<file path="config.mk">
export PLATFORM = sky130hd
export DESIGN_NAME = obst_ram
export DESIGN_NICKNAME = d
export VERILOG_FILES = /design/src/design/obst_ram.sv
export SDC_FILE = /design/constraint.sdc
export NUM_CORES = 2
export LEC_CHECK = 0
export BUFFER_PORTS_ARGS = -buffer_cell sky130_fd_sc_hd__buf_2
export CAP_MARGIN = 15
export CELL_PAD_IN_SITES_DETAIL_PLACEMENT = 0
export CELL_PAD_IN_SITES_GLOBAL_PLACEMENT = 2
export CORE_ASPECT_RATIO = 1.25
export CORE_MARGIN = 3
export CORE_UTILIZATION = 29
export CTS_CLUSTER_SIZE = 8
export DETAILED_ROUTE_END_ITERATION = 7
export GPL_TIMING_DRIVEN = 0
export PLACE_DENSITY = 0.59
export SYNTH_ARGS = -nofsm -noshare
export SYNTH_HDL_FRONTEND = slang
export SYNTH_SLANG_ARGS = --single-unit
</file>
<file path="constraint.sdc">
create_clock -name clk -period 9.45 [get_ports clk]
set_input_delay 1.89 -clock clk [delete_from_list [all_inputs] [get_ports clk]]
set_output_delay 1.89 -clock clk [all_outputs]
set_load 0.005 [all_outputs]
</file>
<file path="src/design/obst_ram.sv">
// Generic single-write, dual-read RAM with registered read data.
// No dependencies.
module obst_ram #(
    parameter int WIDTH = 26,
    parameter int DEPTH = 90
) (
    input  logic                     clk,
    input  logic                     we,
    input  logic [$clog2(DEPTH)-1:0] waddr,
    input  logic [WIDTH-1:0]         wdata,
    input  logic [$clog2(DEPTH)-1:0] raddr_a,
    output logic [WIDTH-1:0]         rdata_a,
    input  logic [$clog2(DEPTH)-1:0] raddr_b,
    output logic [WIDTH-1:0]         rdata_b
);

    logic [WIDTH-1:0] mem [DEPTH];
    logic [WIDTH-1:0] rdata_a_reg;
    logic [WIDTH-1:0] rdata_b_reg;

    always_ff @(posedge clk)
    begin
        if (we)
        begin
            mem[waddr] <= wdata;
        end
        rdata_a_reg <= mem[raddr_a];
        rdata_b_reg <= mem[raddr_b];
    end

    assign rdata_a = rdata_a_reg;
    assign rdata_b = rdata_b_reg;

endmodule

</file>
==> metrics <==
CP endpoint kind=flop; DR pass1 iterations=8; syn avg cell area=19.9 sq um; root buf cell=clkbuf_16; Die W=556 um; Rel. slew slack=-19.5%; hold_sp=mem[88][0]; max reg flops=2340; DR iter-0 viols=16.0k; dpl hpwl=496000 um; final design area excluding fillers=133000 sq um; met2 wire length=298000 um; Setup WS pre-CTS=1.54 ns; wire per inst=61.3 um; largest area contributor in the netlist=edfxtp_1; first-pass GRT wire length=860000 um; Cells after DPL=10.8k; hold crit path type=flop to flop; met1 WL=229000 um; final antenna-violating net count=0; Crit Path Max Fanout=10; fin crit period=7.39 ns; # Post-CTS Setup Buffers=0; f_max=135 MHz; PwrDens=200 nW/um^2; hold depth=4; boundary pin count=101; Req. time, crit path=10.09 ns; post-synth cell types=65; TritonCTS Buffers=340; Post-CTS Resized=0; CP max-delay cell=a22oi_1; Skew-Pair Late Insertion Delay=1.03 ns; Slew @ Worst Pin=1.79 ns; most frequent CP cell=buf_2; cts hold-fix bufs=0; Die ar.=386000 sq um; clk slew on worst S/H paths=0.05 ns; failing checks=slew limit; Synth Instances=5523; Worst Hold Path EP=rdata_a[0]; DR vias=78.0k; # clock sinks=2392; Bufs on Longest Clock Path=4; flop2flop setup slack=5.53 ns; GR Util All Layers=35.6%; Util after Layout=35.3%; Period Utilization, post-route=78.2%; Setup-failing EPs final=0; RSZ-0062 raised after global routing=no; pin count of the biggest net entering global routing=91; Starting Density=29.2%; Core Region=375000 sq um; Placer Congestion=1.04; met3 wire length=94200 um; YS warnings=0; highest routed metal layer=met5; Max-Cap Viols=0; die height=694 um; post-route DRC violation count=0; Syn Std Cell Area=110000 sq um; r2r startpoint=mem[86][22]; leakage=42.0 nW; initial antenna violation count=130; R2R depth=5; area share of the leading cell type in the synthesized netlist=64.1%; gr ovfl total=0; WHS=0.920 ns; ys async rst share=0%; FF+latch count, synth=2392; area post-placement=123000 sq um; clk_skew=0.0609 ns; Non-Filler Instances=11.4k; worst r2r dst=rdata_a[22]; Synth area leaders=edfxtp_1 64%, mux4_2 23%, mux2i_1 3.4%; Peak VDD IR=0.133 mV; Slew Limit Fails=1; WL final=700000 um; CP max stage delay=1.36 ns; vias in the first global route=71.7k; number of synthesized flops with an enable pin=2340; final hold vios=0; Std-Cell Rows=251; final setup margin=2.06 ns; vias per cell=6.83; TritonCTS clock tree=built; H-tree depth=5; Worst EP arrival=8.03 ns; Critical Path Source Type=input pin; share of cells above drive strength 1=37.8%; status=finished with violations; Area Overhead vs Synth=20.8%; ys flop type=edfxtp_1; cell chain of the critical path=buf_2 > buf_4 > buf_2 > buf_2 > buf_2 > mux2i_1 > a211oi_1 > a22oi_1 > nand3_1; Net Count, Synth=5572; post-synthesis sequential area ratio=65.0%; WS Path Type=input pin to flop; Nets=6288; count of input and output buffers=90
cell usage after synthesis, types with 30 or more instances:
cell type	instances
buf_4	108
dfxtp_1	52
mux2_2	45
o21ai_0	95
nor2_1	134
o22ai_1	115
mux4_2	1101
nand2_1	166
nor2b_1	38
mux2i_1	371
clkbuf_1	111
a21oi_1	82
a221oi_1	30
buf_2	158
a211oi_1	45
edfxtp_1	2340
nand3_1	87
a22oi_1	90
o221ai_1	38
where the power goes:
| part | internal [mW] | switching, mW | total (mW) |
|---|---|---|---|
| clock | 6.57 | 5.05 | 11.6 |
| combinational | 0.842 | 2.31 | 3.15 |
| sequential | 11.7 | 0.0257 | 11.8 |
layout by cell type (no fill, tap or decap), types with 44 or more instances in the layout:
master     instances
buf_2            245
diode_2          111
nand3_1           87
mux2i_1          371
a22oi_1           90
dfxtp_1           52
mux2_2            45
buf_16            74
nand2_1          166
o22ai_1          115
buf_12           121
buf_4            153
buf_6             53
a211oi_1          44
mux4_2          1101
clkbuf_2          60
edfxtp_1        2340
clkbuf_16        342
o21ai_0           83
clkbuf_1         159
a21oi_1           82
nor2_4            87
per-layer routing:
layer,global-route usage [%],up-vias
li1,-,25600
met1,40.5,42100
met2,51.1,8109
met3,14.2,2141
met4,32.7,32
met5,0,-
area by class of cell:
class,instances,area (sq um)
fillers,34800,243000
plain buffers,428,2500
clock buffers,450,8960
well taps,4933,6170
repair buffers,374,6020
clock inverters,33,498
flip-flops and latches,2392,71300
inverters,13,48.8
diodes,111,278
multi-input cells,2690,36700
cells by family (layout without fill, tap and decap cells):
group                  count (synthesis)  count (layout)  synth area share, %
flip-flops                          2392            2392                 65.0
multiplexers                        1517            1517                 26.5
AO/OA/AOI/OAI                        626             626                 3.91
AND/OR/NAND/NOR                      547             547                 2.37
buffers and inverters                441            1298                 2.23
other                                  0             111                    0
worst max-delay path by stage:
stage	start	endpoint	slack (ns)
2_1_floorplan	waddr[6]	mem[25][0]	4.81
3_3_place_gp	raddr_b[3]	rdata_b[13]	-1.15
3_5_place_dp	raddr_b[1]	rdata_b[15]	1.54
4_1_cts	raddr_b[1]	rdata_b[15]	2.58
5_1_grt	raddr_b[2]	rdata_b[13]	2.53
6_report	raddr_b[2]	rdata_b[20]	2.06
critical path, delay by kind of cell:
family / cells / cell delay, ns
buffers and inverters: 5 / 3.41
AO/OA/AOI/OAI: 2 / 1.57
multiplexers: 1 / 0.33
AND/OR/NAND/NOR: 1 / 0.67
metrics by stage:
step,power (mW),setup TNS (ns)
floorplan,13.0,0
global placement,14.8,-25.84
detailed placement,14.9,0
CTS,26.3,0
global route,26.8,0
finish,26.5,0
No activity file was read; power rests on OpenSTA's default activity.
